<file path="src/rtl/mvt_pkg.sv">
// ----------------------------------------------------------------------------
// mvt_pkg
// Shared types and constants for the 4x4 matrix-vector transform engine.
// ----------------------------------------------------------------------------
package mvt_pkg;

   localparam int WORD_W            = 32;
   localparam int LANES             = 4;
   localparam int SEL_W             = 2;
   localparam int DIM_DEFAULT       = 4;
   localparam int FRAC_BITS_DEFAULT = 16;

   // item modes
   localparam logic MODE_LOAD  = 1'b0;
   localparam logic MODE_XFORM = 1'b1;

   typedef logic signed [WORD_W-1:0] word_type;

   localparam word_type WORD_MAX = 32'sh7FFF_FFFF;
   localparam word_type WORD_MIN = 32'sh8000_0000;

   typedef struct packed {
      logic             mode;
      logic [SEL_W-1:0] row;
      logic [SEL_W-1:0] col;
      word_type         element;
      word_type         vec_x;
      word_type         vec_y;
      word_type         vec_z;
      word_type         vec_w;
   } req_type;

   typedef struct packed {
      word_type out_x;
      word_type out_y;
      word_type out_z;
      word_type out_w;
      logic     saturated;
   } rsp_type;

   // per-stage pipeline control
   typedef struct packed {
      logic valid;
      logic advance;
   } stage_ctrl_type;

   // matrix element write
   typedef struct packed {
      logic             en;
      logic [SEL_W-1:0] row;
      logic [SEL_W-1:0] col;
      word_type         data;
   } mat_wr_type;

endpackage

</file>
<file path="src/rtl/mvt_sum.sv">
// ----------------------------------------------------------------------------
// mvt_sum
// Row sums of the scaled products, saturated to 32 bits, into the result
// register.
// ----------------------------------------------------------------------------
module mvt_sum #(
   parameter int DIM       = mvt_pkg::DIM_DEFAULT,
   parameter int FRAC_BITS = mvt_pkg::FRAC_BITS_DEFAULT,
   localparam int PROD_W   = 2*mvt_pkg::WORD_W - FRAC_BITS
) (
   input  logic                           clock,
   input  logic                           reset,
   input  mvt_pkg::stage_ctrl_type        ctrl,
   input  logic [DIM*DIM-1:0][PROD_W-1:0] prod,
   output logic                           valid,
   output mvt_pkg::rsp_type               item
);

   // two guard bits cover a sum of up to four terms
   localparam int SUM_W = PROD_W + 2;
   localparam int HI_W  = SUM_W - mvt_pkg::WORD_W + 1;

   logic                                          valid_ff;
   mvt_pkg::rsp_type                              item_in;
   mvt_pkg::rsp_type                              item_ff;
   logic [mvt_pkg::LANES-1:0][mvt_pkg::WORD_W-1:0] lane_word;
   logic [mvt_pkg::LANES-1:0]                      lane_sat;

   for (genvar i = 0; i < mvt_pkg::LANES; i++) begin : g_lane
      if (i < DIM) begin : g_used
         logic signed [SUM_W-1:0] sum;
         logic        [HI_W-1:0]  hi;
         logic                    ovf;

         always_comb begin
            sum = '0;
            for (int j = 0; j < DIM; j++) begin
               sum = sum + SUM_W'($signed(prod[i*DIM+j]));
            end
         end

         // in range when every bit from bit 31 up equals the sign
         assign hi  = sum[SUM_W-1:mvt_pkg::WORD_W-1];
         assign ovf = !(&hi) && (|hi);

         assign lane_word[i] = !ovf ? sum[mvt_pkg::WORD_W-1:0] :
                               (sum[SUM_W-1] ? mvt_pkg::WORD_MIN : mvt_pkg::WORD_MAX);
         assign lane_sat[i] = ovf;
      end else begin : g_unused
         assign lane_word[i] = '0;
         assign lane_sat[i]  = 1'b0;
      end
   end

   always_comb begin
      item_in.out_x     = lane_word[0];
      item_in.out_y     = lane_word[1];
      item_in.out_z     = lane_word[2];
      item_in.out_w     = lane_word[3];
      item_in.saturated = |lane_sat;
   end

   always_ff @(posedge clock) begin
      if (reset) begin
         valid_ff <= 1'b0;
      end else if (ctrl.advance) begin
         valid_ff <= ctrl.valid;
      end
   end

   always_ff @(posedge clock) begin
      if (ctrl.advance && ctrl.valid) begin
         item_ff <= item_in;
      end
   end

   assign valid = valid_ff;
   assign item  = item_ff;

endmodule

</file>
<file path="config.mk">
export PLATFORM = sky130hd
export DESIGN_NAME = mvt_sum
export DESIGN_NICKNAME = d
export VERILOG_FILES = /design/src/rtl/mvt_pkg.sv /design/src/rtl/mvt_sum.sv
export SDC_FILE = /design/constraint.sdc
export NUM_CORES = 1
export LEC_CHECK = 0
export ABC_AREA = 1
export BUFFER_PORTS_ARGS = -buffer_cell sky130_fd_sc_hd__buf_4
export CAP_MARGIN = 0
export CORE_AREA = 2 2 351 353
export DETAILED_ROUTE_END_ITERATION = 10
export DIE_AREA = 0 0 353 355
export GPL_ROUTABILITY_DRIVEN = 1
export GPL_TIMING_DRIVEN = 1
export PLACE_DENSITY = 0.55
export SYNTH_ARGS = -nofsm -noshare
export SYNTH_HDL_FRONTEND = slang
export SYNTH_SLANG_ARGS = --single-unit
</file>
<file path="constraint.sdc">
create_clock -name clock -period 4.24 [get_ports clock]
set_clock_uncertainty 0.05 [all_clocks]
set_input_delay 0.212 -clock clock [delete_from_list [all_inputs] [get_ports clock]]
set_output_delay 0.212 -clock clock [all_outputs]
set_load 0.02 [all_outputs]
</file>
* After elaboration in Yosys (flattened, before gate mapping)
Index checks and enable logic that the tools add are counted. Widths: inputs -> output; s select.
Operators by class: add/sub/neg operators 12, muxes and demuxes 8, reductions and logical operators 18
Operators with widths (count):
- $mux 32 | 8
- $add 49x48->50 | 4
- $add 50x48->50 | 4
- $add 48x48->49 | 4
- $reduce_and 19->1 | 4
- $reduce_or 19->1 | 4
- $logic_and 1x1->1 | 5
- $logic_not 1->1 | 4
- $reduce_or 4->1 | 1
Storage, ports and cells: bits in registers 130, input bits 772, output and inout bits 130, word-level logic and storage cells 44

* Longest topological paths before layout
Gate-level depths: netlist of the first run.
depth after elaboration 7, depth in mapped cells 27

* Worst setup path before layout of the first run
No wires, ideal clock.
kind in2reg, start in prod[1] (netlist name), end reg item_ff, in the netlist item[100] (data pin), arrival 3.400 ns, setup slack 0.536 ns, stages 26, path buffers 1, path through inv_1 -> fa_1 -> fa_1 -> inv_1 -> ha_1 -> inv_1 -> fa_1 -> inv_1 -> nand3_1 -> nand3_2 -> nand2_1 -> nand2_1 -> nand2_1 -> nand2_1 -> nand2_1 -> nand2_1 -> nand2_1 -> nand2_1 -> inv_1 -> nor2_1 -> nand2_1 -> nor2_1 -> nand3_2 -> nand3_2 -> buf_4 -> nand2_1
RTL lines:
- start: declaration | line mvt_sum.sv:14 | input logic [DIM*DIM-1:0][PROD_W-1:0] prod,
- end signal: assignment | line mvt_sum.sv:73 | item_ff <= item_in;
- end: declaration | line mvt_sum.sv:25 | mvt_pkg::rsp_type item_ff;

==> key figures, run 1 <==
Yosys
  – Distinct cells, synth: 39
  – Number of synthesized flops with an enable pin: 129
  – Register area share after synthesis: between 10% and 20%
  – Synth Area per Inst: ~6.3 um^2
  – Post-synth ARST share: 0%
  – Synthesized Nets: about 6700
  – Synth warn: 0
  – Yosys reg bits: 130
  – Synth Instances: roughly 5300
  – Mapped Area: 33200 um^2
  – Synth top area cells: fa_1 (23%), nand2_1 (21%), inv_1 (18%)
  – Top_reg_cell synth: edfxtp_1
  – Yosys top cell area share: between 20% and 30%
  – Post-synth top area cell: fa_1

Clock tree
  – Post-CTS Repair Setup Buffers: 0
  – CTS buffer count: 17
  – Root buffer cell: clkbuf_16
  – Worst-skew pair later-pin latency: ~0.50 ns
  – # clock sinks: 130
  – CTS tree: yes
  – Clock transition at path regs: around 0.070 ns
  – Clock buffer depth: 2
  – # H-tree levels: 4

Global route
  – Met3 GRT Util: under 10%
  – First-pass GRT wire length: around 200000 um
  – Met2 global-route usage: a little over a third
  – Initial antenna violation count: 1
  – Vias in the first global route: approximately 35000
  – Global routing's busiest layer: met2
  – Global routing usage on met1: roughly 27%
  – Overall global routing resource usage: about a fifth
  – Largest net degree at the start of global routing: 67
  – Total grt overflow: 0

Detailed routing
  – TritonRoute pass-1 iters: 8
  – WL/cell: 16.3 um
  – Routed WL: approximately 130000 um
  – Vias/cell: about 4.3
  – DRC Markers: 0
  – Vias: 34600
  – Drt initial violations: approximately 2200
  – Final ANT Viol Nets: 0

Power and ir drop
  – Worst vdd ir: 0.263 mV
  – Pleak: 26.0 nW
  – P per Cell Area: about 460 nW/um^2

Place
  – I/O Buffers: 901
  – Post-place setup slack: -0.329 ns
  – Detailed Place HPWL: approximately 120000 um
  – Post-place instance area: 43400 um^2
  – Gp weighted congestion: between 0.9 and 1

Die
  – Die H: roughly 360 um
  – # IOs: between 900 and 1000
  – Core area: roughly 120000 um^2
  – Die area: about 130000 um^2
  – Chip Width: 353 um
  – Rows: about 130
  – Initial core utilization: between 20% and 30%

STA
  – Worst-margin pin slew: 0.789 ns
  – Setup ws final: 0.216 ns
  – Max Freq: around 250 MHz
  – Final setup viols: 0
  – Max Slew Vio Count: 0
  – Final period utilization: between 90 and 100%
  – Relative slew slack: 47.4%
  – Final Hold Fails: 0
  – Unrepaired setup endpoints after global routing: false
  – Crit path time final: just over 4 ns

Setup path
  – Crit path capture: item[100]$_DFFE_PP_
  – FF-to-FF Start: valid$_SDFFE_PP0P_
  – Levels on crit path: 26
  – Crit path kind: in2reg
  – CP max FO: 24
  – FF-to-FF path depth: 3
  – Worst R2R Setup Slack: slightly above 3 ns
  – CP startpoint: prod[1]
  – Most used cell along the critical path: nand2_1
  – Critical Path Source Type: input pin
  – Slowest stage delay, CP: 0.56 ns
  – Reg-to-Reg End: valid$_SDFFE_PP0P_
  – CP arrival: ~4.3 ns
  – Buf+Inv Stages, Crit Path: 6
  – Crit path required time: roughly 4.6 ns
  – CP delay by family, top: simple AND/OR/NAND/NOR gates
  – Critical path capture point type: flip-flop
  – Crit path max-delay cell type: fa_1

Hold path
  – Hold Crit Class: in2reg

Cells and area
  – Fin area: approximately 44000 um^2
  – Nets: between 7000 and 8000
  – Area Growth Syn to Fin: 32.8%
  – # diodes: 0
  – Proportion of layout cells with a drive suffix above 1: 19.0%

Status
  – Outcome: finished clean

Run
  – Max-cap viol count: 0
==> Yosys cell counts (3+ instances only) <==
master    count
a31oi_1      15
nand4_1      44
o211ai_1      7
inv_1      1560
a21oi_1     140
nand3_2      16
nor2_2       21
fa_1        388
buf_4         6
nor4_1        4
o21a_1        3
buf_6        18
nor2_1      410
or2_2         4
o21bai_1     22
buf_2         3
ha_1        196
nor3_1       19
xnor2_1      24
nand2_1    1858
nand2_4       4
nand3_1     223
edfxtp_1    129
nor3_2        3
xor2_1       88
and2_1       15
o21ai_0      25
nand2_2      27
inv_2         4
nand3b_1     10
==> tightest hold or removal path: cells and delay by family <==
| family | cells | cell delay [ns] |
|---|---|---|
| buffers and inverters | 1 | 0.08 |
| adders and majority gates | 1 | 0.12 |
| and+or+nand+nor | 2 | 0.10 |
==> cells in the final DEF, fill, tap and decap left out, types with 2 or more instances in the layout <==
cell type and count:
inv_6 7, a21oi_1 140, clkinvlp_4 2, fa_1 388
edfxtp_1 129, inv_8 4, nand2_1 1858, nand4_1 44
clkbuf_16 17, inv_1 1559, buf_12 12, xor2_1 88
a21o_1 2, nand2_4 4, o21bai_2 2, inv_2 4
nor3_1 19, nor2_1 410, nand3_2 16, buf_4 1094
nand3_1 223, nand3b_1 10, nand2_2 27, o211ai_1 7
and2_1 15, xnor2_1 24, nor2_2 21, a31oi_1 15
or2_2 4, o21ai_0 25, bufinv_16 2, nor4_1 4
dlygate4sd3_1 3, o21bai_1 21, o21a_1 3, nor3_2 3
ha_1 196
==> cell families (layout without fill, tap and decap cells) <==
logic type | after synthesis | after routing | synth area share (%)
xor+xnor | 112 | 112 | 2.95
simple gates | 2661 | 2661 | 32.4
fa+ha+maj | 584 | 584 | 30.8
flops | 130 | 130 | 11.7
buf+inv | 1592 | 2706 | 18.5
compound gates | 217 | 217 | 3.62
==> area by class of cell <==
type / instances / area [um^2]
inverters: 1565 / 5880
multi-input cells: 3574 / 23200
clock buffers: 17 / 425
well taps: 1625 / 2030
flip-flops and latches: 130 / 3890
repair buffers: 1109 / 8480
clock inverters: 15 / 189
fillers: 13500 / 77300
==> power by group <==
| group | total, W | leakage, nW | switching (W) | internal, W |
|---|---|---|---|---|
| Clock | 0.00170 | 0.296 | 0.000806 | 0.000896 |
| Sequential | 0.00211 | 1.20 | 0.000113 | 0.00199 |
| Combinational | 0.0163 | 24.5 | 0.0103 | 0.00608 |
| Total | 0.0201 | 26.0 | 0.0112 | 0.00896 |
==> worst min-delay path by stage <==
| stage | start | endpoint | slack, ns | cells past startpoint |
|---|---|---|---|---|
| 6_report | prod[720] | item[1]$_DFFE_PP_ | 0.06 | 4 |
| 5_1_grt | prod[144] | item[97]$_DFFE_PP_ | 0.05 | 4 |
| 4_1_cts | prod[144] | item[97]$_DFFE_PP_ | 0.007 | 4 |
| 3_5_place_dp | reset | valid$_SDFFE_PP0P_ | 0.33 | 2 |
| 3_3_place_gp | reset | valid$_SDFFE_PP0P_ | 0.32 | 2 |
| 2_1_floorplan | reset | valid$_SDFFE_PP0P_ | 0.23 | 1 |
==> layer usage <==
metal	part of all wire, %	vias up
li1	-	17500
met1	44	16000
met2	49	1012
met3	5.0	78
met4	1.7	0
met5	0	-
==> per-stage QoR <==
step	TNS [ns]	instances	hold WS (ns)	power [W]	utilization (%)
CTS	0	8035	0.00731	0.0202	36.3
floorplan	0	5296	0.231	0.0120	-
detailed placement	-8.47	8000	0.326	0.0184	35.8
global route	0	8035	0.0502	0.0221	36.3
global placement	-7.37	8000	0.322	0.0184	35.8
finish	0	8035	0.0588	0.0201	36.3
==> sequential cells by signal (all words and copies together) (netlist names) <==
signal	count
item	129
valid	1
==> repair_timing <==
item	in CTS	in global routing
endpoints found under the hold margin	2	0
setup endpoints to repair	0	1
resized for setup	0	1
hold buffers	3	0
Note: power is estimated with default switching activity, not from simulation.
==> run 2, diff against run 1 <==
- BUFFER_PORTS_ARGS: -buffer_cell sky130_fd_sc_hd__buf_4 -> unset
- CORE_AREA: 2 2 351 353 -> 2 2 356 358
- DIE_AREA: 0 0 353 355 -> 0 0 358 360
- DONT_BUFFER_PORTS: unset -> 1
- PLACE_DENSITY: 0.55 -> 0.48
- SKIP_CTS_REPAIR_TIMING: unset -> 1
==> key figures, run 2 (same netlist as run 1, synthesis figures left out) <==
Status
  – Outcome: finished clean

Clock tree
  – # H-tree levels: 4
  – Clock buffer depth: 2
  – Root buffer cell: clkbuf_16
  – Clock transition at path regs: around 0.070 ns
  – Worst-skew pair later-pin latency: about 0.5 ns
  – CTS buffer count: 17
  – CTS tree: yes
  – # clock sinks: 130

Setup path
  – Crit path required time: 4.56 ns
  – Buf+Inv Stages, Crit Path: 5
  – CP delay by family, top: adder cells
  – Crit path kind: in2reg
  – Crit path max-delay cell type: fa_1
  – CP max FO: 14
  – Cells along the critical path: inv_1, fa_1, fa_1, inv_1, ha_1, nand2_1, nand2_1, a21oi_1, buf_4, o21ai_0, a21oi_1, nand2_1, nand2_1, nand2_1, nor2_1, nand2_1, nor2_1, buf_4, nand3_2, nand2_4, buf_4, nand2_1, nand2_1
  – Critical Path Source Type: input pin
  – CP arrival: around 4.2 ns
  – Slowest stage delay, CP: ~0.5 ns
  – Critical path capture point type: flip-flop
  – Most used cell along the critical path: nand2_1

Place
  – Gp weighted congestion: approximately 0.94
  – Post-place setup slack: -0.123 ns
  – I/O Buffers: 0
  – Detailed Place HPWL: about 120000 um
  – Placed Instances: around 7100

STA
  – Setup ws final: 0.388 ns
  – Max Slew Vio Count: 0
  – Final setup viols: 0
  – Final period utilization: approximately nine tenths
  – Max Freq: between 200 and 300 MHz
  – Relative slew slack: 37.7%
  – Worst-margin pin slew: approximately 0.93 ns
  – Final Hold Fails: 0
  – Unrepaired setup endpoints after global routing: false
  – Crit path time final: between 3 and 4 ns

Detailed routing
  – Routed WL: 127000 um
  – TritonRoute pass-1 iters: 5
  – Vias: 31200
  – WL/cell: about 18 um
  – Final ANT Viol Nets: 0
  – Vias/cell: roughly 4.4
  – Drt initial violations: about 1800
  – DRC Markers: 0

Cells and area
  – Commonest non-fill, non-tap cell in the layout: nand2_1
  – # diodes: 0
  – Max reg flops: 129
  – Non-filler cells, final: 7165
  – Proportion of layout cells with a drive suffix above 1: 5.78%
  – Fill cells: ~14000
  – Area occupied by registers: approximately 3900 um^2
  – Area taken by multi-input logic gates: approximately 23000 um^2
  – Area Growth Syn to Fin: 12.5%
  – Nets: a little under 7000
  – Most frequent cells in the layout: nand2_1 (1858), inv_1 (1559), nor2_1 (410)

Power and ir drop
  – Pleak: between 20 and 25 nW
  – P per Cell Area: approximately 500 nW/um^2
  – Worst vdd ir: roughly 0.28 mV

Global route
  – Vias in the first global route: 31800
  – Initial antenna violation count: 0
  – Overall global routing resource usage: 19.3%
  – Total grt overflow: 0
  – Largest net degree at the start of global routing: 82
  – First-pass GRT wire length: 187000 um

Die
  – Chip Width: around 360 um
  – Die H: roughly 360 um
  – Rows: 130
  – # IOs: approximately 900
  – Initial core utilization: between 20% and 30%
  – Die area: around 130000 um^2
  – Core area: about 120000 um^2

Run
  – Max-cap viol count: 0

Hold path
  – Hold Crit Class: in2reg
==> run 2: cell count changes in the layout (fill, tap and decap cells not counted), moves of 2 or more <==
cell and change:
clkinv_1 +2, dlygate4sd3_1 +3, clkinv_4 +4, buf_4 -897, inv_8 -3, inv_6 -3
==> run 2: routing by layer <==
layer | wire, um | share of wire [%] | up-vias | global-route usage, %
met2 | 61700 | 49 | 976 | 33.7
li1 | - | - | 15700 | -
met3 | 6110 | 4.8 | 79 | 2.31
met1 | 56200 | 44 | 14400 | 25.1
met5 | 0 | 0 | - | 0
met4 | 2570 | 2.0 | 0 | 4.59
==> run 2: worst reg2reg max path, cell delays in order, from the launching register on <==
cell and delay [ns]:
dfxtp_1 0.49, nand2_1 0.10, a21oi_1 0.12, dlygate4sd3_1 0.55
==> run 2: area by class of cell <==
type,instances,area share (%)
clock buffers,18,1.15
clock inverters,14,0.415
inverters,1565,15.7
multi-input cells,3574,62.0
flip-flops and latches,130,10.4
well taps,1650,5.53
repair buffers,214,4.71
==> run 2: final timing paths <==
path | from | end | slack (ns) | cells past startpoint
worst max-delay path | prod[217] | item[94]$_DFFE_PP_ | 0.39 | 23
worst min register to register | valid$_SDFFE_PP0P_ | valid$_SDFFE_PP0P_ | 1.10 | 3
worst min-delay path | prod[672] | item[1]$_DFFE_PP_ | 0.14 | 4
worst max register to register | valid$_SDFFE_PP0P_ | valid$_SDFFE_PP0P_ | 2.88 | 3
==> run 2: where the power goes <==
| part | internal, W | total (W) | switching (W) |
|---|---|---|---|
| Sequential | 0.00202 | 0.00264 | 0.000621 |
| Combinational | 0.00529 | 0.0149 | 0.00963 |
| Clock | 0.000873 | 0.00163 | 0.000755 |
| Total | 0.00818 | 0.0192 | 0.0110 |
==> run 2: through the flow <==
step / cell area [um^2] / total power, W / setup TNS (ns) / hold WS (ns) / utilization, %
2_1_floorplan: 33200 / 0.0120 / 0 / 0.231 / -
3_5_place_dp: 36700 / 0.0175 / -3.98 / 0.238 / 29.4
4_1_cts: 37300 / 0.0193 / 0 / -0.334 / 29.9
5_1_grt: 37400 / 0.0212 / 0 / 0.126 / 29.9
6_report: 37400 / 0.0192 / 0 / 0.141 / 29.9
3_3_place_gp: 36700 / 0.0176 / -2.92 / 0.235 / 29.4
