**src/rtl/mvt_pkg.sv**
```systemverilog
// ----------------------------------------------------------------------------
// mvt_pkg
// Shared types and constants for the 4x4 matrix-vector transform engine.
// ----------------------------------------------------------------------------
package mvt_pkg;

   localparam int WORD_W            = 32;
   localparam int LANES             = 4;
   localparam int SEL_W             = 2;
   localparam int DIM_DEFAULT       = 4;
   localparam int FRAC_BITS_DEFAULT = 16;

   // item modes
   localparam logic MODE_LOAD  = 1'b0;
   localparam logic MODE_XFORM = 1'b1;

   typedef logic signed [WORD_W-1:0] word_type;

   localparam word_type WORD_MAX = 32'sh7FFF_FFFF;
   localparam word_type WORD_MIN = 32'sh8000_0000;

   typedef struct packed {
      logic             mode;
      logic [SEL_W-1:0] row;
      logic [SEL_W-1:0] col;
      word_type         element;
      word_type         vec_x;
      word_type         vec_y;
      word_type         vec_z;
      word_type         vec_w;
   } req_type;

   typedef struct packed {
      word_type out_x;
      word_type out_y;
      word_type out_z;
      word_type out_w;
      logic     saturated;
   } rsp_type;

   // per-stage pipeline control
   typedef struct packed {
      logic valid;
      logic advance;
   } stage_ctrl_type;

   // matrix element write
   typedef struct packed {
      logic             en;
      logic [SEL_W-1:0] row;
      logic [SEL_W-1:0] col;
      word_type         data;
   } mat_wr_type;

endpackage

```
**src/rtl/mvt_matrix.sv**
```systemverilog
// ----------------------------------------------------------------------------
// mvt_matrix
// Coefficient store: DIM x DIM words, row-major, cleared by reset.
// ----------------------------------------------------------------------------
module mvt_matrix #(
   parameter int DIM = mvt_pkg::DIM_DEFAULT
) (
   input  logic                                     clock,
   input  logic                                     reset,
   input  mvt_pkg::mat_wr_type                      wr,
   output logic [DIM*DIM-1:0][mvt_pkg::WORD_W-1:0]  matrix
);

   logic [DIM*DIM-1:0][mvt_pkg::WORD_W-1:0] elem_ff;

   // rows or columns at DIM or above never match, so such loads drop out
   always_ff @(posedge clock) begin
      if (reset) begin
         elem_ff <= '0;
      end else if (wr.en) begin
         for (int r = 0; r < DIM; r++) begin
            for (int c = 0; c < DIM; c++) begin
               if (wr.row == mvt_pkg::SEL_W'(r) && wr.col == mvt_pkg::SEL_W'(c)) begin
                  elem_ff[r*DIM+c] <= wr.data;
               end
            end
         end
      end
   end

   assign matrix = elem_ff;

endmodule

```
**config.mk**
```make
export PLATFORM = sky130hd
export DESIGN_NAME = mvt_matrix
export DESIGN_NICKNAME = d
export VERILOG_FILES = /design/src/rtl/mvt_pkg.sv /design/src/rtl/mvt_matrix.sv
export SDC_FILE = /design/constraint.sdc
export NUM_CORES = 1
export LEC_CHECK = 0
export BUFFER_PORTS_ARGS = -buffer_cell sky130_fd_sc_hd__buf_2
export CAP_MARGIN = 25
export CORE_AREA = 3 3 211 213
export CTS_BUF_LIST = sky130_fd_sc_hd__clkbuf_16
export DETAILED_ROUTE_END_ITERATION = 8
export DIE_AREA = 0 0 214 216
export GPL_TIMING_DRIVEN = 0
export HOLD_SLACK_MARGIN = 0.1
export PLACE_DENSITY_LB_ADDON = 0.2
export SLEW_MARGIN = 20
export SYNTH_ARGS = -nofsm -noshare
export SYNTH_HDL_FRONTEND = slang
export SYNTH_SLANG_ARGS = --single-unit
```
**constraint.sdc**
```tcl
create_clock -name clock -period 2.8 [get_ports clock]
set_input_delay 0.28 -clock clock [delete_from_list [all_inputs] [get_ports clock]]
set_output_delay 0.28 -clock clock [all_outputs]
set_load 0.1 [all_outputs]
```
---- Word-level counts from Yosys, hierarchy flattened ----
Index checks and enable logic that the tools add are counted.
storage, ports and cells
  register bits ........................... 512
  output and inout bits ................... 512
  memories ................................ 0
  bits in read-only memories .............. 0
  bits of input ports ..................... 39
  latch bits .............................. 0
  word-level logic and storage cells ...... 56
  RAM bits ................................ 0
cells by class
  eq/ne operators ......................... 6
  bitwise operators ....................... 0
  reduce and logical (&&, ||, !) cells .... 34
  multiply operators ...................... 0
  shift operators ......................... 0
  divide/modulo/power cells ............... 0
  add/sub/neg operators ................... 0
  multiplexer cells ....................... 0
  $lt $le $gt $ge ......................... 0
operators by type and width
  kind                                                              number
  2-bit AND reduction                                               16
  1-bit logical AND                                                 16
  2-bit == test (second input constant)                             4
  2-bit by 1-bit == test with 1-bit output (second input constant)  2
  2-bit zero test                                                   2

---- Longest topological paths before layout ----
Gate-level depths: netlist of the first run.
  depth in word-level cells ............... 3
  gate-level depth with buffers ........... 7
  gate-level depth less buffers ........... 3

---- Least setup slack after synthesis of the first run ----
OpenSTA, ideal clock, no wires.
  path type ............................... in2reg
  start ................................... input wr[34] (netlist name)
  end ..................................... register elem_ff, in the netlist matrix[354]
  data arrival time ....................... 1.224 ns
  required time ........................... 2.728 ns
  stages on the path ...................... 7
  setup time .............................. 0.072 ns
  path slack .............................. 1.504 ns
  buffers on the path ..................... 4
  cell sequence ........................... buf_4 nor2b_1 buf_4 and2_4 buf_6 buf_6 mux2i_1
on the way
  word-level cells in the longest chain between the ends .. 3
ends and longest elaborated chain
  what                                  RTL line          RTL
  start, declared                       mvt_matrix.sv:10  input mvt_pkg::mat_wr_type wr,
  2-bit == test                         mvt_matrix.sv:23  if (wr.row == mvt_pkg::SEL_W'(r) && wr.col == mvt_pkg::SEL_W'(c)) begin
  1-bit logical AND                     mvt_matrix.sv:23
  2-bit AND reduction (no source line)  --
  end signal, assigned by index         mvt_matrix.sv:24  elem_ff[r*DIM+c] <= wr.data;
  end, declared                         mvt_matrix.sv:14  logic [DIM*DIM-1:0][mvt_pkg::WORD_W-1:0] elem_ff;
No other way between the ends.
A chain may end at the register's enable or synchronous reset.

---- Final worst setup path of the first run ----
  start ................................... register elem_ff, in the netlist matrix[319]
  end ..................................... output matrix[319] (netlist name)
RTL lines
  what           RTL line          RTL
  end, declared  mvt_matrix.sv:11  output logic [DIM*DIM-1:0][mvt_pkg::WORD_W-1:0] matrix
No word-level cell between the ends.

==> results of run 1 <==
==> layout make-up <==
cell class | count | share of cell area
Multi-Input combinational cell | 1081 | 0.349
Clock inverter | 37 | 0.00960
Timing Repair Buffer | 549 | 0.110
Sequential cell | 512 | 0.410
Buffer | 179 | 0.0377
Tap cell | 585 | 0.0292
Clock buffer | 55 | 0.0550
==> cell families after synthesis <==
| logic type | after synthesis | share of synthesized area |
|---|---|---|
| mux | 512 | 0.257 |
| buf+inv | 179 | 0.0474 |
| flops | 512 | 0.515 |
| simple gates | 569 | 0.181 |
==> how the worst min path moves through the flow <==
| stage | start | endpoint | slack (ns) | cells past startpoint |
|---|---|---|---|---|
| 2_1_floorplan | wr[32] | matrix[0] | 0.53 | 3 |
| 5_1_grt | wr[34] | matrix[385] | 0.19 | 3 |
| 4_1_cts | wr[34] | matrix[385] | 0.16 | 3 |
| 3_5_place_dp | matrix[364] | matrix[364] | 0.46 | 2 |
| 3_3_place_gp | matrix[369] | matrix[369] | 0.46 | 2 |
| 6_report | wr[34] | matrix[385] | 0.18 | 3 |
==> power groups by stage <==
stage | logic, µW | registers [µW] | clock network (µW)
after detailed placement | 1550 | 7590 | 0
after global routing | 1610 | 7440 | 7050
after floorplan | 491 | 8270 | 0
final | 1540 | 7430 | 6660
after CTS | 1550 | 7430 | 6780
after global placement | 1540 | 7590 | 0
==> worst reg2reg max path, delay by kind of cell, from the launching register on <==
kind | cells | cell delay [ns]
flops | 1 | 0.38
simple gates | 1 | 0.07
mux | 1 | 0.14
==> stage by stage <==
stage	util	setup WS, ns	instances	instance area (µm²)
2_1_floorplan	-	1.50	1772	19900
4_1_cts	0.584	1.04	2998	25000
3_5_place_dp	0.545	0.757	2904	23400
6_report	0.584	1.08	2998	25000
5_1_grt	0.584	1.03	2998	25000
3_3_place_gp	0.545	0.808	2904	23400
==> metal layers <==
metal	wire length, µm	vias up	share of wire	track usage
li1	-	6992	-	-
met1	26600	7208	0.41	0.324
met2	31900	446	0.49	0.481
met3	4390	111	0.068	0.0779
met4	1920	2	0.030	0.0857
met5	13	-	0.00020	0
==> cells in the final DEF (no fill, tap or decap) <==
cell	Yosys	routed
and2_4	1	1
buf_2	47	594
clkbuf_16	0	55
clkinvlp_4	0	1
and3b_1	2	2
clkinv_4	0	1
dlygate4sd3_1	0	2
clkinv_2	0	7
clkbuf_1	87	87
clkinv_1	0	8
nor2_2	1	1
mux2i_1	512	512
inv_6	0	1
nand3_4	1	1
buf_6	12	12
nor3b_4	1	1
nand2_2	12	12
nand2b_1	544	544
nor2b_1	2	2
dfxtp_1	512	512
bufinv_16	0	3
nand3_2	3	3
inv_1	0	16
buf_4	33	33
and3_1	2	2
==> metrics.md, run 1 <==
| Metric | Value |
|---|---|
| Slew Limit Headroom | `0.512` |
| Endpoint class of the critical path | `output port` |
| Final hold violations | `0` |
| Sequential area share after synthesis | `0.515` |
| Fmax | `583 MHz` |
| Part of the power in combinational logic | `0.099` |
| H-tree depth | `2` |
| Synth Flop Type | `dfxtp_1` |
| Number of synthesized flops with an enable pin | `0` |
| Post-CTS Setup Bufs | `0` |
| Asr flop ratio synth | `0` |
| Status | `completed` |
| Inserted Diodes | `0` |
| CTS buffer count | `53` |
| CORE AREA | `42900 µm²` |
| Area of the mapped netlist | `19900 µm²` |
| Slew @ Worst Pin | `0.732 ns` |
| IO Pins | `551` |
| Worst-path maximum fanout | `2` |
| Min-delay worst type | `in2reg` |
| Total power | `between 15000 and 20000 µW` |
| Root Driver | `clkbuf_16` |
| Detailed placement HPWL | `49.5 mm` |
| Fill count | `around 3700` |
| WL final | `64.8 mm` |
| Synth cell types | `16` |
| Top-count cell post-synth | `nand2b_1` |
| Final TNS setup | `0 ns` |
| CTS tree | `done` |
| Clock power share | `0.426` |
| Synth area leaders | `dfxtp_1 (51%), mux2i_1 (26%), nand2b_1 (17%)` |
| Crit path to | `matrix[319]` |
| Clock latency on the worst-skew pair | `slightly below 0.6 ns` |
| Vias in the first global route | `15400` |
| Pint | `roughly 12000 µW` |
| Sequential fraction of design power | `0.475` |
| CP Depth | `1` |
| Hold_buf cts | `2` |
| Bufs and invs on worst path | `1` |
| Cell Chain, Critical Path | `buf_2` |
| Max incr delay on CP | `between 0.4 and 0.5 ns` |
| Flops & latches, synth | `512` |
| Maximum VDD drop | `0.550 mV` |
| WHS | `0.175 ns` |
| Startpoint Class | `flip-flop` |
| DRT Pass-1 Iters | `4` |
| Initial antenna violation count | `1` |
| Initial Util | `0.465` |
| Switching portion of total power | `0.262` |
| Multi-input gate area | `8730 µm²` |
| Slew Viols, Final | `0` |
| Dominant cell type by area after synthesis | `dfxtp_1` |
| Vias per inst | `4.92` |
| Worst Path Required | `between 2 and 3 ns` |
| Routed WL per cell | `between 20 and 25 µm` |
| CP arrival | `1.44 ns` |
| Synth top area share | `0.515` |
| Worst r2r path cells | `2` |
| # nets final | `2415` |
| Number of port buffers | `roughly 550` |
| RSZ-0062 raised after global routing | `no` |
| FF-to-FF Start | `matrix[117]` |
| Syn_area_per_cell | `11.2 µm²` |
| Die Wd | `214 µm` |
| Crit path launch | `matrix[319]` |
| Total clock sinks | `512` |
| Post-CTS resize count | `0` |
| Largest register FFs | `512` |
| Layout area overhead | `25.6%` |
| Max-cap violations | `0` |
| Psw | `4100 µW` |
| Detail Route Antenna Nets | `0` |
| Synth cell count leaders | `nand2b_1 (544), dfxtp_1 (512), mux2i_1 (512), clkbuf_1 (87), buf_2 (47)` |
| Global placement routability congestion | `0.826` |
| CTS max path bufs | `3` |
| Clock-pin slew on the worst setup and hold paths | `0.06 ns` |
| Final period util | `0.613` |
| Layout cells sized above 1 | `0.301` |
| Endpoints failing setup | `0` |
| FF-to-FF End | `matrix[117]` |
| Syn nets | `1811` |
| Clock skew | `0 ns` |
| Yosys warning count | `0` |
| R2R Setup Slk | `2.13 ns` |
| PwrDens | `between 600 and 700 nW/µm²` |
| Final min period | `1.72 ns` |
| Overall Global Routing Usage | `0.273` |
| Crit Path Class | `reg2out` |
| Area taken by flip-flops and latches | `10200 µm²` |
| Delay-heaviest family, CP | `buffers and inverters` |
| Die Area | `46200 µm²` |
| Leak | `0.0140 µW` |
| # rows | `76` |
| Die Ht | `roughly 220 µm` |
| Vias | `14800` |
| Critical Path Slowest Stage Cell | `buf_2` |
| DRC viols | `0` |
| Largest net degree at the start of global routing | `14` |
| Global-route wire length before repair | `97.2 mm` |
| Post-Syn Instances | `1772` |
| Global route overflow | `0` |
| Violation count after the first detailed-route iteration | `~770` |
Power figures use the tool's default switching activity.
==> run 2: changes to the inputs <==
- CORE_AREA: 3 3 211 213 -> unset
- CORE_MARGIN: unset -> 3
- CORE_UTILIZATION: unset -> 47
- DIE_AREA: 0 0 214 216 -> unset
- clock period: 2.8 -> 1.4 ns (I/O delays scaled with it)
==> run 2 against run 1 <==
  * The run now ends with negative setup slack left
  * Sequential share of layout area shrank 4.9 points
  * Routed wire length grew 6.7%
  * Total power grew 110%
  * Utilization grew 10 points
  * Via count grew 3.3%
  * Clock skew is the same
  * Register-to-register slack lost 1.4 ns
  * Cell count shrank 0.63%
  * Sequential cell count is the same
  * Critical path type is now in2reg
==> metrics.md, run 2 (synthesized netlist as in run 1, its figures left out) <==
| Metric | Value |
|---|---|
| Global-route wire length before repair | `102 mm (+4.7%)` |
| Slew Limit Headroom | `0.544 (+0.0316)` |
| Fill count | `3043 (-19%)` |
| CTS tree | `done` |
| Die Ht | `212 µm (-1.9%)` |
| Initial antenna violation count | `2 (+1)` |
| Clock-pin slew on the worst setup and hold paths | `0.06 ns (about the same)` |
| CORE AREA | `41400 µm² (-3.5%)` |
| CTS buffer count | `52 (-1.9%)` |
| IO Pins | `551 (unchanged)` |
| Multi-input gate area | `8740 µm² (+0.20%)` |
| Fmax | `between 700 and 800 MHz` |
| Overall Global Routing Usage | `0.298 (+0.0248)` |
| CTS max path bufs | `3 (unchanged)` |
| Clock power share | `0.434 (+0.008)` |
| Psw | `8450 µW (+110%)` |
| Total clock sinks | `512 (unchanged)` |
| Min-delay worst type | `in2reg` |
| CP most frequent cell | `dlygate4sd3_1` |
| DRT Pass-1 Iters | `5 (+1)` |
| Util after Layout | `0.688 (+0.104)` |
| Crit Path Class | `in2reg` |
| Startpoint Class | `input pin` |
| Endpoint class of the critical path | `flip-flop` |
| Maximum VDD drop | `0.814 mV (+48%)` |
| PnR worst setup slack | `-0.0180 ns (-1.10 ns)` |
| Critical Path Slowest Stage Cell | `dlygate4sd3_1` |
| Commonest non-fill, non-tap cells in the layout | `nand2b_1 (544), mux2i_1 (510), dfxtp_1 (502)` |
| Detailed placement HPWL | `50.4 mm (+1.9%)` |
| Vias per inst | `5.12 (+3.9%)` |
| Endpoints failing setup | `2 (+2)` |
| Status | `finished with violations` |
| # rows | `74 (-2.6%)` |
| Pint | `23900 µW (+110%)` |
| R2R Setup Slk | `0.69 ns (-1.44 ns)` |
| Part of the power in combinational logic | `0.105 (+0.006)` |
| Final period util | `1.01` |
| Cell Chain, Critical Path | `dlygate4sd3_1, buf_6, nand3_4, dlygate4sd3_1, mux2i_1` |
| Global route overflow | `0 (unchanged)` |
| # nets final | `2441 (+1.1%)` |
| DRC viols | `0 (unchanged)` |
| Routed WL per cell | `23.2 µm (+7.4%)` |
| Clock latency on the worst-skew pair | `0.60 ns (about the same)` |
| Vias in the first global route | `16300 (+5.5%)` |
| WHS | `0.0186 ns (-0.157 ns)` |
| Final hold violations | `0 (unchanged)` |
| Layout cells sized above 1 | `0.303 (+0.00179)` |
| Slew Viols, Final | `0 (unchanged)` |
| Layout area overhead | `42.9%` |
| Max-cap violations | `0 (unchanged)` |
| Die Area | `44900 µm² (-2.9%)` |
| Clock skew | `0 ns (unchanged)` |
| Placed inst area | `23300 µm² (-0.28%)` |
| Die Wd | `212 µm (-0.99%)` |
| Final TNS setup | `-0.0254 ns (-0.0254 ns)` |
| CP arrival | `1.94 ns (+0.50 ns)` |
| Sequential fraction of design power | `0.461 (-0.014)` |
| Design area | `28500 µm² (+14%)` |
| WL final | `69.2 mm (+6.7%)` |
| Worst Path Required | `1.92 ns (-0.60 ns)` |
| Most common cell after layout, fill and taps aside | `nand2b_1` |
| H-tree depth | `2 (unchanged)` |
| Vias | `15200 (+3.3%)` |
| RSZ-0062 raised after global routing | `yes` |
| Detail Route Antenna Nets | `0 (unchanged)` |
| Worst-path maximum fanout | `8 (+6)` |
| Total power | `32300 µW (+110%)` |
| Initial Util | `0.481 (+0.0168)` |
| Switching portion of total power | `0.261 (-0.000894)` |
| Root Driver | `clkbuf_16` |
| Number of port buffers | `547 (unchanged)` |
| Failing checks | `negative setup slack` |
| Area taken by flip-flops and latches | `10300 µm² (+0.12%)` |
| Global placement routability congestion | `0.811 (-1.9%)` |
| Slew @ Worst Pin | `0.684 ns (-0.0473 ns)` |
| Max incr delay on CP | `0.72 ns (+0.24 ns)` |
| Violation count after the first detailed-route iteration | `707 (-7.6%)` |
| Largest register FFs | `512 (unchanged)` |
| Leak | `0.0145 µW (+3.4%)` |
| Final min period | `between 1 and 1.5 ns` |
| Largest net degree at the start of global routing | `14 (unchanged)` |
| PwrDens | `1140 nW/µm² (+82%)` |
## run 2: timing repair
item                                    4_1_cts  5_1_grt
endpoints found under the hold margin       136       12
hold buffers                                 28        2
gates resized for setup                     904      109
endpoints found under the setup margin      512      139
gates cloned                                  0        0
setup buffers                                 0        0
## run 2: critical path, delay by kind of cell
family	cells	cell delay, ns
buffers and inverters	3	1.46
multiplexers	1	0.21
AND/OR/NAND/NOR	1	0.13
## run 2: power by group through the flow
stage	sequential, µW	clock, µW	combinational [µW]
2_1_floorplan	16500	0	981
3_3_place_gp	15200	0	3070
3_5_place_dp	15200	0	3100
4_1_cts	14900	14200	3360
5_1_grt	14900	14800	3520
6_report	14900	14000	3410
## run 2: final cells by class
class                   count  share of cell area
clock inverters            44              0.0132
well taps                 532              0.0234
plain buffers             179              0.0341
flip-flops and latches    512               0.360
diodes                      2            0.000176
clock buffers              53              0.0466
repair buffers            576               0.215
multi-input cells        1081               0.307
## run 2: worst paths after layout
path,startpoint,endpoint,cells past startpoint
max reg2reg,matrix[136],matrix[136],2
max,wr[35],matrix[511],5
min,wr[34],matrix[384],3
min reg2reg,matrix[446],matrix[446],2
## run 2: metrics by stage
stage	std cells	setup WS [ns]
final	2979	-0.0180
after global placement	2851	-0.496
after floorplan	1772	0.168
after CTS	2976	0.000179
after detailed placement	2851	-0.563
after global routing	2979	-0.0403
## run 2: per-layer routing
metal	track usage	part of all wire
met4	0.126	0.041
met1	0.339	0.39
met3	0.0897	0.078
met2	0.522	0.49
met5	0	0
==> run 3: changes to the inputs <==
- PLACE_DENSITY: unset -> 0.83
- PLACE_DENSITY_LB_ADDON: 0.2 -> unset
==> run 3 against run 2 <==
  * The flow still finishes with violations (negative setup slack)
  * Utilization is 2.2 points lower
  * Largest power group unchanged
  * Clock power shrank 6%
  * Clock-buffer cell count unchanged
  * Critical path type is now reg2out
  * First-iteration DRC count rose by 50%
==> metrics.md, run 3 (synthesized netlist as in run 1, its figures left out) <==
| Metric | Value |
|---|---|
| Status | `finished with violations` |
| Failing checks | `negative setup slack` |
| Detailed placement HPWL | `50.2 mm (-0.35%)` |
| Worst r2r path cells | `2 (unchanged)` |
| Max incr delay on CP | `0.44 ns (-0.28 ns)` |
| PnR worst setup slack | `-0.0347 ns (-0.0167 ns)` |
| Cell Chain, Critical Path | `buf_6` |
| Die Wd | `212 µm (unchanged)` |
| Util after Layout | `0.666 (-0.0216)` |
| Vias per inst | `5.29 (+3.4%)` |
| R2R Setup Slk | `0.55 ns (-0.14 ns)` |
| DRT Pass-1 Iters | `5 (unchanged)` |
| Worst Hold Launch | `wr[34]` |
| Area taken by flip-flops and latches | `10300 µm² (about the same)` |
| Largest register FFs | `512 (unchanged)` |
| Design area | `27600 µm² (-3.1%)` |
| Slew Limit Headroom | `0.538 (-0.00527)` |
| Initial Util | `0.481 (unchanged)` |
| Most common cell after layout, fill and taps aside | `nand2b_1` |
| Critical Path Slowest Stage Cell | `dfxtp_1` |
| Detail Route Antenna Nets | `0 (unchanged)` |
| Commonest non-fill, non-tap cells in the layout | `nand2b_1 (544), mux2i_1 (512), dfxtp_1 (509)` |
| Root Driver | `clkbuf_16` |
| Global placement routability congestion | `0.876 (+8.1%)` |
| Hold_buf cts | `25 (-11%)` |
| Overall Global Routing Usage | `0.303 (+0.00451)` |
| Layout area overhead | `38.4%` |
| CTS tree | `done` |
| CORE AREA | `41400 µm² (unchanged)` |
| DRC viols | `0 (unchanged)` |
| FF-to-FF End | `matrix[293]` |
| Vias | `15700 (+3.1%)` |
| IO Pins | `551 (unchanged)` |
| PwrDens | `1140 nW/µm² (+0.59%)` |
| Routed WL per cell | `24.4 µm (+5.2%)` |
| Vias in the first global route | `16600 (+2.1%)` |
| Final period util | `1.02 (+0.0119)` |
| Delay-heaviest family, CP | `flip-flops` |
| Clock skew | `0 ns (unchanged)` |
| Min-delay worst type | `in2reg` |
| Maximum VDD drop | `1.00 mV (+23%)` |
| WL final | `72.5 mm (+4.8%)` |
| FF-to-FF Start | `matrix[293]` |
| Clock latency on the worst-skew pair | `0.58 ns (-0.02 ns)` |
| Die Area | `44900 µm² (unchanged)` |
| Worst-case hold path end point | `matrix[447]` |
| Leak | `0.0142 µW (-1.6%)` |
| Fill count | `2862 (-5.9%)` |
| Crit Path Class | `reg2out` |
| Layout cells sized above 1 | `0.300 (-0.00217)` |
| H-tree depth | `2 (unchanged)` |
| Clock-pin slew on the worst setup and hold paths | `0.07 ns (about the same)` |
| Startpoint Class | `flip-flop` |
| Violation count after the first detailed-route iteration | `1057 (+50%)` |
| Final hold violations | `0 (unchanged)` |
| # rows | `74 (unchanged)` |
| Final min period | `1.43 ns (+0.0167 ns)` |
| Worst-path maximum fanout | `2 (-6)` |
| CP arrival | `1.29 ns (-0.65 ns)` |
| Endpoint class of the critical path | `output port` |
| Initial antenna violation count | `1 (-1)` |
| # nets final | `2436 (-0.20%)` |
| Total clock sinks | `512 (unchanged)` |
| Hold Crit Depth | `3 (unchanged)` |
| Max-cap violations | `0 (unchanged)` |
| Global route overflow | `0 (unchanged)` |
| Total power | `31500 µW (-2.6%)` |
| CTS buffer count | `52 (unchanged)` |
| Slew @ Worst Pin | `0.692 ns (+0.00791 ns)` |
| DP Worst Slack | `-0.651 ns (-0.0880 ns)` |
| Multi-input gate area | `8730 µm² (-0.14%)` |
| Worst Path Required | `1.26 ns (-0.66 ns)` |
| Largest net degree at the start of global routing | `14 (unchanged)` |
| Bufs and invs on worst path | `1 (-2)` |
| Fin cells | `2969 (-0.34%)` |
| Slew Viols, Final | `0 (unchanged)` |
| Die Ht | `212 µm (unchanged)` |
| Number of port buffers | `547 (unchanged)` |
| Placed inst area | `23300 µm² (unchanged)` |
| CTS max path bufs | `3 (unchanged)` |
| Global-route wire length before repair | `103 mm (+1.4%)` |
| Dpl cells | `2851 (unchanged)` |
| Fmax | `697 MHz (-1.2%)` |
| Endpoints failing setup | `9 (+7)` |
[run 3: cell types whose count changed in the layout (fill, tap and decap cells not counted), moves of 5 or more]
cell,previous run,this run
buf_12,14,3
buf_4,98,252
buf_6,437,297
clkinv_2,6,12
dfxtp_1,502,509
dfxtp_2,10,3
dlygate4sd3_1,29,24
[run 3: report_power, final]
part	leakage, µW	internal (µW)	switching [µW]	total (µW)
logic	0.00928	946	2460	3410
registers	0.00413	14800	143	14900
clock network	0.000829	7360	5830	13200
total	0.0142	23100	8440	31500
[run 3: stage by stage]
stage,hold slack (ns),TNS (ns)
after floorplan,0.392,0
after global placement,0.456,-123.01
after detailed placement,0.457,-144.32
after CTS,0.0362,0
after global routing,0.0562,-0.230
final,0.0537,-0.158
[run 3: layout make-up]
| cell class | instances | share of cell area |
|---|---|---|
| clock buffer | 53 | 0.0481 |
| antenna | 1 | 0.0000907 |
| sequential | 512 | 0.372 |
| clock inverter | 40 | 0.00898 |
| tap | 532 | 0.0241 |
| timing repair buffer | 571 | 0.195 |
| buffer | 179 | 0.0350 |
| multi-input combinational | 1081 | 0.317 |
[run 3: routing by layer]
metal	GRT usage	vias up	share of wire
li1	-	7022	-
met1	0.344	7720	0.38
met2	0.524	749	0.49
met3	0.0907	218	0.086
met4	0.141	0	0.046
met5	0	-	0
[run 3: worst max path at each step]
stage,end,depth (start not counted),slack (ns),startpoint
2_1_floorplan,matrix[374],2,0.17,matrix[374]
3_3_place_gp,matrix[434],5,-0.66,reset
3_5_place_dp,matrix[18],5,-0.65,reset
4_1_cts,matrix[505],1,0.00005,matrix[505]
5_1_grt,matrix[293],1,-0.04,matrix[293]
6_report,matrix[293],1,-0.03,matrix[293]
[run 3: repair_timing]
action,in CTS,in global routing
gates resized for setup,693,129
hold endpoints to repair,118,12
endpoints found under the setup margin,526,128
setup buffers,0,0
